===== config.mk =====
export PLATFORM = sky130hd
export DESIGN_NAME = fixed_length_signature_matcher
export DESIGN_NICKNAME = d
export VERILOG_FILES = /design/src/rtl/fls_pkg.sv /design/src/rtl/fls_cell.sv /design/src/rtl/fls_skid.sv /design/src/rtl/fixed_length_signature_matcher.sv
export SDC_FILE = /design/constraint.sdc
export NUM_CORES = 2
export LEC_CHECK = 0
export BUFFER_PORTS_ARGS = -buffer_cell sky130_fd_sc_hd__clkbuf_2
export CAP_MARGIN = 25
export CORE_UTILIZATION = 61
export DETAILED_ROUTE_END_ITERATION = 10
export PLACE_DENSITY = 0.78
export SYNTH_ARGS = -nofsm -noshare
export SYNTH_HDL_FRONTEND = slang
export SYNTH_SLANG_ARGS = --single-unit

===== constraint.sdc =====
create_clock -name i_clk -period 17.6 [get_ports i_clk]
set_input_delay 0.88 -clock i_clk [delete_from_list [all_inputs] [get_ports i_clk]]
set_output_delay 0.88 -clock i_clk [all_outputs]
set_load 0.01 [all_outputs]

===== src/rtl/fls_pkg.sv =====
// shared types and constants for the fixed length signature matcher
// no dependencies
`default_nettype none

package fls_pkg;

    localparam int NUM_SIGS_DEF  = 6;
    localparam int SIG_LEN_DEF   = 50;
    localparam int POS_WIDTH_DEF = 32;

    localparam int BYTE_W   = 8;
    localparam int IDX_W    = 3;
    localparam int OFF_W    = 6;
    localparam int OFFSET_W = 32;

    localparam int S_TDATA_W = 24;
    localparam int M_TDATA_W = 40;

    localparam logic OP_SCAN = 1'b0;
    localparam logic OP_LOAD = 1'b1;

    typedef struct packed {
        logic shift;
        logic load;
    } t_cell_ctl;

    typedef struct packed {
        logic [OFFSET_W-1:0] match_offset;
        logic                detected;
    } t_result;

endpackage

`default_nettype wire


===== src/rtl/fls_cell.sv =====
// one window cell: a window byte plus the signature bytes for its position
// depends on fls_pkg
`default_nettype none

module fls_cell #(
    parameter int NUM_SIGS = fls_pkg::NUM_SIGS_DEF
) (
    input  wire                          i_clk,
    input  wire fls_pkg::t_cell_ctl      i_ctl,
    input  wire [NUM_SIGS-1:0]           i_load_sel,
    input  wire [fls_pkg::BYTE_W-1:0]    i_load_data,
    input  wire [fls_pkg::BYTE_W-1:0]    i_byte,
    output logic [fls_pkg::BYTE_W-1:0]   o_byte,
    output logic [NUM_SIGS-1:0]          o_eq
);

    logic [fls_pkg::BYTE_W-1:0] r_byte;
    logic [fls_pkg::BYTE_W-1:0] r_sig [NUM_SIGS];

    always_ff @(posedge i_clk) begin
        if (i_ctl.shift) begin
            r_byte <= i_byte;
        end
        for (int s = 0; s < NUM_SIGS; s++) begin
            if (i_ctl.load && i_load_sel[s]) begin
                r_sig[s] <= i_load_data;
            end
        end
    end

    // compare the byte entering this cell
    always_comb begin
        for (int s = 0; s < NUM_SIGS; s++) begin
            o_eq[s] = (i_byte == r_sig[s]);
        end
    end

    assign o_byte = r_byte;

endmodule

`default_nettype wire


===== src/rtl/fls_skid.sv =====
// two-entry result buffer between the scan logic and the output stream
// depends on fls_pkg
`default_nettype none

module fls_skid (
    input  wire                    i_clk,
    input  wire                    i_rst_n,
    input  wire                    i_push,
    input  wire fls_pkg::t_result  i_data,
    output logic                   o_room,
    output logic                   o_valid,
    output fls_pkg::t_result       o_data,
    input  wire                    i_ready
);

    logic             r_ov;
    logic             r_sv;
    fls_pkg::t_result r_od;
    fls_pkg::t_result r_sd;
    logic             w_pop;

    assign w_pop = r_ov & i_ready;

    always_ff @(posedge i_clk) begin
        if (!i_rst_n) begin
            r_ov <= 1'b0;
            r_sv <= 1'b0;
        end else if (r_sv) begin
            if (w_pop) begin
                r_sv <= 1'b0;
            end
        end else if (i_push) begin
            if (!r_ov || w_pop) begin
                r_ov <= 1'b1;
            end else begin
                r_sv <= 1'b1;
            end
        end else if (w_pop) begin
            r_ov <= 1'b0;
        end
    end

    always_ff @(posedge i_clk) begin
        if (r_sv) begin
            if (w_pop) begin
                r_od <= r_sd;
            end
        end else if (i_push) begin
            if (!r_ov || w_pop) begin
                r_od <= i_data;
            end else begin
                r_sd <= i_data;
            end
        end
    end

    assign o_room  = ~r_sv;
    assign o_valid = r_ov;
    assign o_data  = r_od;

endmodule

`default_nettype wire


===== src/rtl/fixed_length_signature_matcher.sv =====
// top level of the fixed length signature matcher: cell row, counters, result buffer
// depends on fls_pkg, fls_cell, fls_skid
`default_nettype none

// Takes one input word per clock, both signature loads and buffer bytes, with no
// bubbles while the result buffer has room. A row of SIG_LEN cells holds the
// sliding window and, per cell, the signature bytes for that position; the window,
// with the byte entering the row, is compared against all signatures at once, and
// the per-cell results are ANDed into one hit per signature. The result for a
// buffer is registered into a two-entry buffer when its last byte is taken, so
// input stalls only when two results wait. The signature store lives in cell
// flops, needs no clearing pass, and must be loaded fully before scanning.
module fixed_length_signature_matcher #(
    parameter int NUM_SIGS  = fls_pkg::NUM_SIGS_DEF,
    parameter int SIG_LEN   = fls_pkg::SIG_LEN_DEF,
    parameter int POS_WIDTH = fls_pkg::POS_WIDTH_DEF
) (
    input  wire                            i_clk,
    input  wire                            i_rst_n,
    input  wire                            i_cfg_we,
    input  wire                            i_cfg_wdata,    // scan_enable
    input  wire                            s_axis_tvalid,
    output logic                           s_axis_tready,
    input  wire [fls_pkg::S_TDATA_W-1:0]   s_axis_tdata,   // data_byte, sig_index, sig_offset
    input  wire [0:0]                      s_axis_tuser,   // op
    input  wire                            s_axis_tlast,   // last_byte
    output logic                           m_axis_tvalid,
    input  wire                            m_axis_tready,
    output logic [fls_pkg::M_TDATA_W-1:0]  m_axis_tdata    // detected, match_offset
);

    localparam int FILL_W = $clog2(SIG_LEN + 1);
    localparam int OW     = fls_pkg::OFFSET_W;
    localparam int BW     = fls_pkg::BYTE_W;
    localparam int IW     = fls_pkg::IDX_W;

    logic                 r_scan_en;
    logic [FILL_W-1:0]    r_fill;
    logic [POS_WIDTH-1:0] r_pos;
    logic                 r_found;
    logic [POS_WIDTH-1:0] r_off;

    logic                 w_acc;
    logic                 w_scan;
    logic                 w_load;
    logic [BW-1:0]        w_data;
    logic [IW-1:0]        w_idx;
    logic [fls_pkg::OFF_W-1:0] w_soff;
    logic [NUM_SIGS-1:0]  w_sel;
    logic [NUM_SIGS-1:0]  w_eq [SIG_LEN];
    logic [BW-1:0]        w_link [1:SIG_LEN];
    logic [NUM_SIGS-1:0]  w_match;
    logic                 w_full;
    logic                 w_hit;
    logic [POS_WIDTH-1:0] w_new_off;
    logic [POS_WIDTH-1:0] w_off_sel;
    logic [OW-1:0]        w_off32;
    logic                 w_det;
    logic                 w_push;
    fls_pkg::t_result     w_res;
    fls_pkg::t_result     w_out;

    assign w_acc  = s_axis_tvalid & s_axis_tready;
    assign w_scan = w_acc & (s_axis_tuser[0] == fls_pkg::OP_SCAN);
    assign w_load = w_acc & (s_axis_tuser[0] == fls_pkg::OP_LOAD);
    assign w_data = s_axis_tdata[BW-1:0];
    assign w_idx  = s_axis_tdata[BW+IW-1:BW];
    assign w_soff = s_axis_tdata[BW+IW+fls_pkg::OFF_W-1:BW+IW];

    assign w_link[SIG_LEN] = w_data;

    for (genvar s = 0; s < NUM_SIGS; s++) begin : g_sel
        assign w_sel[s] = ({3'b000, w_idx} == 6'(s));
    end

    for (genvar i = 0; i < SIG_LEN; i++) begin : g_cell
        fls_pkg::t_cell_ctl w_ctl;
        assign w_ctl.shift = w_scan;
        assign w_ctl.load  = w_load & (w_soff == fls_pkg::OFF_W'(i));
        if (i == 0) begin : g_head
            fls_cell #(.NUM_SIGS(NUM_SIGS)) u_cell (
                .i_clk       (i_clk),
                .i_ctl       (w_ctl),
                .i_load_sel  (w_sel),
                .i_load_data (w_data),
                .i_byte      (w_link[i+1]),
                .o_byte      (),
                .o_eq        (w_eq[i])
            );
        end else begin : g_body
            fls_cell #(.NUM_SIGS(NUM_SIGS)) u_cell (
                .i_clk       (i_clk),
                .i_ctl       (w_ctl),
                .i_load_sel  (w_sel),
                .i_load_data (w_data),
                .i_byte      (w_link[i+1]),
                .o_byte      (w_link[i]),
                .o_eq        (w_eq[i])
            );
        end
    end

    always_comb begin
        w_match = '1;
        for (int i = 0; i < SIG_LEN; i++) begin
            w_match = w_match & w_eq[i];
        end
    end

    assign w_full    = (r_fill >= FILL_W'(SIG_LEN - 1));
    assign w_hit     = w_full & ~r_found & (|w_match);
    assign w_new_off = r_pos - POS_WIDTH'(SIG_LEN - 1);
    assign w_off_sel = r_found ? r_off : w_new_off;
    assign w_det     = r_scan_en & (r_found | w_hit);

    if (POS_WIDTH >= OW) begin : g_trunc
        assign w_off32 = w_off_sel[OW-1:0];
    end else begin : g_ext
        assign w_off32 = {{(OW - POS_WIDTH){1'b0}}, w_off_sel};
    end

    assign w_push             = w_scan & s_axis_tlast;
    assign w_res.detected     = w_det;
    assign w_res.match_offset = w_det ? w_off32 : '0;

    always_ff @(posedge i_clk) begin
        if (!i_rst_n) begin
            r_scan_en <= 1'b0;
            r_fill    <= '0;
            r_pos     <= '0;
            r_found   <= 1'b0;
        end else begin
            if (i_cfg_we) begin
                r_scan_en <= i_cfg_wdata;
            end
            if (w_scan) begin
                if (s_axis_tlast) begin
                    r_fill  <= '0;
                    r_pos   <= '0;
                    r_found <= 1'b0;
                end else begin
                    if (r_fill != FILL_W'(SIG_LEN)) begin
                        r_fill <= r_fill + FILL_W'(1);
                    end
                    if (r_pos != '1) begin
                        r_pos <= r_pos + POS_WIDTH'(1);
                    end
                    if (w_hit) begin
                        r_found <= 1'b1;
                    end
                end
            end
        end
    end

    always_ff @(posedge i_clk) begin
        if (w_scan && !s_axis_tlast && w_hit) begin
            r_off <= w_new_off;
        end
    end

    fls_skid u_skid (
        .i_clk   (i_clk),
        .i_rst_n (i_rst_n),
        .i_push  (w_push),
        .i_data  (w_res),
        .o_room  (s_axis_tready),
        .o_valid (m_axis_tvalid),
        .o_data  (w_out),
        .i_ready (m_axis_tready)
    );

    assign m_axis_tdata = {{(fls_pkg::M_TDATA_W - OW - 1){1'b0}}, w_out.match_offset,
                           w_out.detected};

endmodule

`default_nettype wire


==> results.cfg, run 1 <==
[outcome]
error = [ERROR GRT-0116] Global routing finished with congestion. Check the congestion regions in the DRC Viewer.
haltStage = global routing
status = did not finish

[global_routing]
grt_pass1_vias = 91100
grt_pass1_wl_um = 995000
grt_max_degree = 135
overflow = 482
grt_util_all_layers_pct = 77.4

[yosys]
yosys_warnings = 0
synth_flop_cell = edfxtp_1
syn_avg_cell_area_um2 = 16.1
ys_seq_elements = 2932
ys_async_sr_fraction_pct = 0
synth_area_um2 = 120000
yosys.cell_types.count = 69
ys_seq_area_share_pct = 73.1
synth-edff-count = 2890
postSynthCellCount = 7471

[clock_tree]
cts_buffer_depth = 4
cts-root-buf = clkbuf_16
ctsHoldBuffers = 0
post_cts_resized = 0
cts.sinks = 2932
htreeDepth = 5
post-cts-setup-buffers = 0
cts_buffers = 298

[placed_design]
dp.cells = 10200
io_buffer_count = 59
place_congestion = 1.44
hpwl_um = 445000

[die]
start_util_pct = 61.4
io_pins = 74
die_w_um = 445
rows = 162
dieHeight_um = 445
==> per-layer routing <==
| metal | overflow | global-route usage (%) |
|---|---|---|
| met1 | 69 | 77.7 |
| met2 | 178 | 85.2 |
| met3 | 60 | 73.7 |
| met4 | 166 | 69.7 |
| met5 | 9 | 58.8 |
==> stage by stage <==
step | hold slack (ns) | setup slack, ns | cell area, µm² | util (%)
2_1_floorplan | 0.421 | 2.21 | 120000 | -
3_3_place_gp | 0.430 | 11.64 | 126000 | 64.5
3_5_place_dp | 0.433 | 11.55 | 127000 | 65.3
4_1_cts | 0.160 | 11.63 | 136000 | 69.9
==> cell families after synthesis <==
group | count (synthesis) | synth area share [%]
AND/OR/NAND/NOR | 1453 | 6.63
other | 1 | 0.00313
AO/OA/AOI/OAI | 103 | 0.630
multiplexers | 31 | 0.273
adder cells (fa/ha/maj) | 6 | 0.0626
buffers and inverters | 532 | 1.73
XOR/XNOR | 2413 | 17.6
flip-flops | 2932 | 73.1
==> cells in the mapped netlist (all sizes together), types with 4 or more instances <==
cell type | number | area share, %
xnor2 | 2217 | 16
ha | 6 | 0.063
buf | 39 | 0.18
nand3 | 24 | 0.10
xor2 | 196 | 1.4
and3 | 12 | 0.063
o31ai | 20 | 0.13
mux2i | 17 | 0.14
nor4 | 199 | 1.1
nand4 | 598 | 3.1
o22ai | 14 | 0.073
o21ai | 21 | 0.094
nor2 | 362 | 1.1
a221oi | 5 | 0.037
nor2b | 9 | 0.047
nand2 | 145 | 0.46
nand2b | 16 | 0.083
mux2 | 14 | 0.13
nand3b | 6 | 0.041
or3 | 7 | 0.037
nor3 | 20 | 0.10
inv | 51 | 0.16
nor3b | 20 | 0.13
dfxtp | 42 | 0.70
and3b | 14 | 0.10
a21oi | 12 | 0.050
clkbuf | 441 | 1.4
or4 | 4 | 0.028
a22o | 11 | 0.080
edfxtp | 2890 | 72
and2 | 7 | 0.039
==> run 2, diff against run 1 <==
--- a/config.mk
+++ b/config.mk
@@ -7,9 +7,9 @@
 export LEC_CHECK = 0
 export BUFFER_PORTS_ARGS = -buffer_cell sky130_fd_sc_hd__clkbuf_2
 export CAP_MARGIN = 25
-export CORE_UTILIZATION = 61
+export CORE_UTILIZATION = 40
 export DETAILED_ROUTE_END_ITERATION = 10
-export PLACE_DENSITY = 0.78
+export PLACE_DENSITY_LB_ADDON = 0.15
 export SYNTH_ARGS = -nofsm -noshare
 export SYNTH_HDL_FRONTEND = slang
 export SYNTH_SLANG_ARGS = --single-unit
==> run 2 against run 1 <==
The flow now finishes without violations. Synthesized cell count did not move. Area after synthesis unchanged.
==> results.cfg, run 2 <==
[outcome]
status = completed

[worst_hold_path]
holdCritPathClass = in2reg

[timing]
skew_ns = 0.0384
fin_crit_sh_pct = 36.9
fmax_mhz = 154
hold_viol = 0
hold_ws_ns = 0.185
relSlewSlack_pct = 6.43
tns_ns = 0
worstMarginPinSlew_ns = 1.39
setup_viol = 0
slew_viol_final = 0
rsz0062_at_grt = no
finalCriticalPeriod_ns = 6.50
setup_ws_ns = 11.11

[setup_path]
slowest_stage = nor4_1
path_class = reg2reg
crit_required_ns = 18.22
start_kind = register
cp_max_fo = 32
cp_cell_sequence = buf_4 -> xnor2_1 -> nand4_1 -> nor4_1 -> nand4_1 -> nor4_1 -> a22oi_1 -> nand4_1 -> nand3_1 -> nor2_2 -> buf_4
crit_family = simple AND/OR/NAND/NOR gates
path_common_cell = nand4_1
arrival_ns = 7.11
critPathBufInv = 2
cp-end-kind = register
cpPeakStageDelay_ns = 1.13

[clock_tree]
cts.clk_slew.worst_paths_ns = 0.06
htreeDepth = 5
post_cts_resized = 0
cts_tree = built
cts_buffers = 332
ctsHoldBuffers = 0
cts-root-buf = clkbuf_16
cts_buffer_depth = 4
clock_latency_ns = 0.99
cts.sinks = 2932
post-cts-setup-buffers = 0

[placed_design]
post_dp_cell_area_um2 = 131000
io_buffer_count = 59
place_congestion = 1.13
dp.cells = 11700
hpwl_um = 583000
place_ws_ns = 11.46

[global_routing]
grt_util_all_layers_pct = 53.7
grt_max_degree = 110
grt_pass1_wl_um = 977000
grt_pass1_vias = 72700
antenna_found_initial = 129
overflow = 0

[power_and_ir_drop]
power.total_mw = 15.9
p_per_area_nw_per_um2 = 112
p_leak_nw = 43.2
ir_drop_mv = 0.0774

[route]
num_vias = 87300
drtIter0Drc = 18700
drt_pass1_iterations = 6
ant_nets = 0
drt-total-wl_um = 821000
drc = 0
post_drt_wl_per_cell_um = 65.9
viasPerCell = 7.01

[yosys]
ys_async_sr_fraction_pct = 0
synth_area_um2 = 120000
synth.most_common_cell = edfxtp_1
synth_fa_ha_area_share_pct = 0.0626
yosys.cell_types.count = 69
synth_flop_cell = edfxtp_1
synth_xor_xnor_area_share_pct = 17.6
syn_avg_cell_area_um2 = 16.1
ys_seq_area_share_pct = 73.1
synth_compound_area_share_pct = 0.630
synth-simple-area-share_pct = 6.63
yosys.area.top_type = edfxtp_1
synth_area_leaders = edfxtp_1 72%, xnor2_1 16%, nand4_1 3.1%
synth_top_area_share_pct = 72.4
synth_common_cells = 2890 x edfxtp_1, 2217 x xnor2_1, 598 x nand4_1, 441 x clkbuf_1, 361 x nor2_1
yosys_warnings = 0
synth_mux_area_share_pct = 0.273
ys_seq_elements = 2932
postSynthCellCount = 7471
synth-edff-count = 2890
synth_top_family_by_area = XOR/XNOR gates

[layout]
post-route-util_pct = 47.6
post-route-cell-area_um2 = 142000
layout-drive-gt1-share_pct = 18.4
syn2layout_area_growth_pct = 18.0
final_common_cell = edfxtp_1
final_nets = 8163
regMostFlops = g_cell.g_body.u_cell.r_sig
stdcell_count = 12500
largest_reg_flops = 2352
mostFrequentLayoutCells = 2890 x edfxtp_1, 2212 x xnor2_1, 664 x buf_4

[die]
die_w_um = 550
rows = 200
core_area_um2 = 298000
dieHeight_um = 550
die_area_um2 = 302000
start_util_pct = 40.3
io_pins = 74

[job]
cap_viol_max_count = 0
==> run 2: worst register-to-register path, cell delays in order (launching register included) <==
cell and delay (ns):
edfxtp_1 0.94, buf_4 0.58, xnor2_1 0.18, nand4_1 0.12, nor4_1 1.13, nand4_1 0.37
nor4_1 0.82, a22oi_1 0.61, nand4_1 0.64, nand3_1 0.22, nor2_2 0.11, buf_4 0.39
==> run 2: path summary, 6_finish.rpt <==
| path | startpoint | to | slack, ns | cells after the start |
|---|---|---|---|---|
| worst min-delay path | i_cfg_wdata | r_scan_en | 0.18 | 3 |
| worst min register to register | g_cell[45].g_body.u_cell.o_byte[3] | g_cell[44].g_body.u_cell.o_byte[3] | 0.45 | 0 |
| worst max-delay path | g_cell[4].g_body.u_cell.o_byte[2] | r_off[11] | 11.11 | 11 |
| worst max register to register | g_cell[4].g_body.u_cell.o_byte[2] | r_off[11] | 11.11 | 11 |
==> run 2: layout make-up <==
class,count,area (µm²)
fillers,25500,156000
clock buffers,417,8870
clock inverters,182,1630
flip-flops and latches,2932,87600
repair buffers,794,6720
multi-input cells,4013,31300
well taps,3939,4930
diodes,124,310
inverters,52,195
==> run 2: cell families after synthesis <==
family                     count (synthesis)
DFF                                     2932
xor gates and xnor gates                2413
and+or+nand+nor                         1453
buffers and inverters                    532
AOI/OAI and AO/OA                        103
muxes                                     31
adders and majority gates                  6
other                                      1
==> run 2: layer usage <==
metal  global-route usage (%)  wire (µm)  vias up
met5                     1.30       1010        -
met4                     55.2      99900       34
met3                     27.9     130000     2985
met2                     71.7     326000    10700
met1                     59.4     264000    44900
li1                         -          -    28700
==> run 2: where the power goes <==
part	internal, mW	switching (mW)	total (mW)	leakage [nW]
clock	3.97	3.07	7.04	5.15
combinational	0.200	0.852	1.05	11.6
sequential	7.71	0.0792	7.79	26.5
total	11.9	4.00	15.9	43.2
Power figures use the tool's default switching activity.
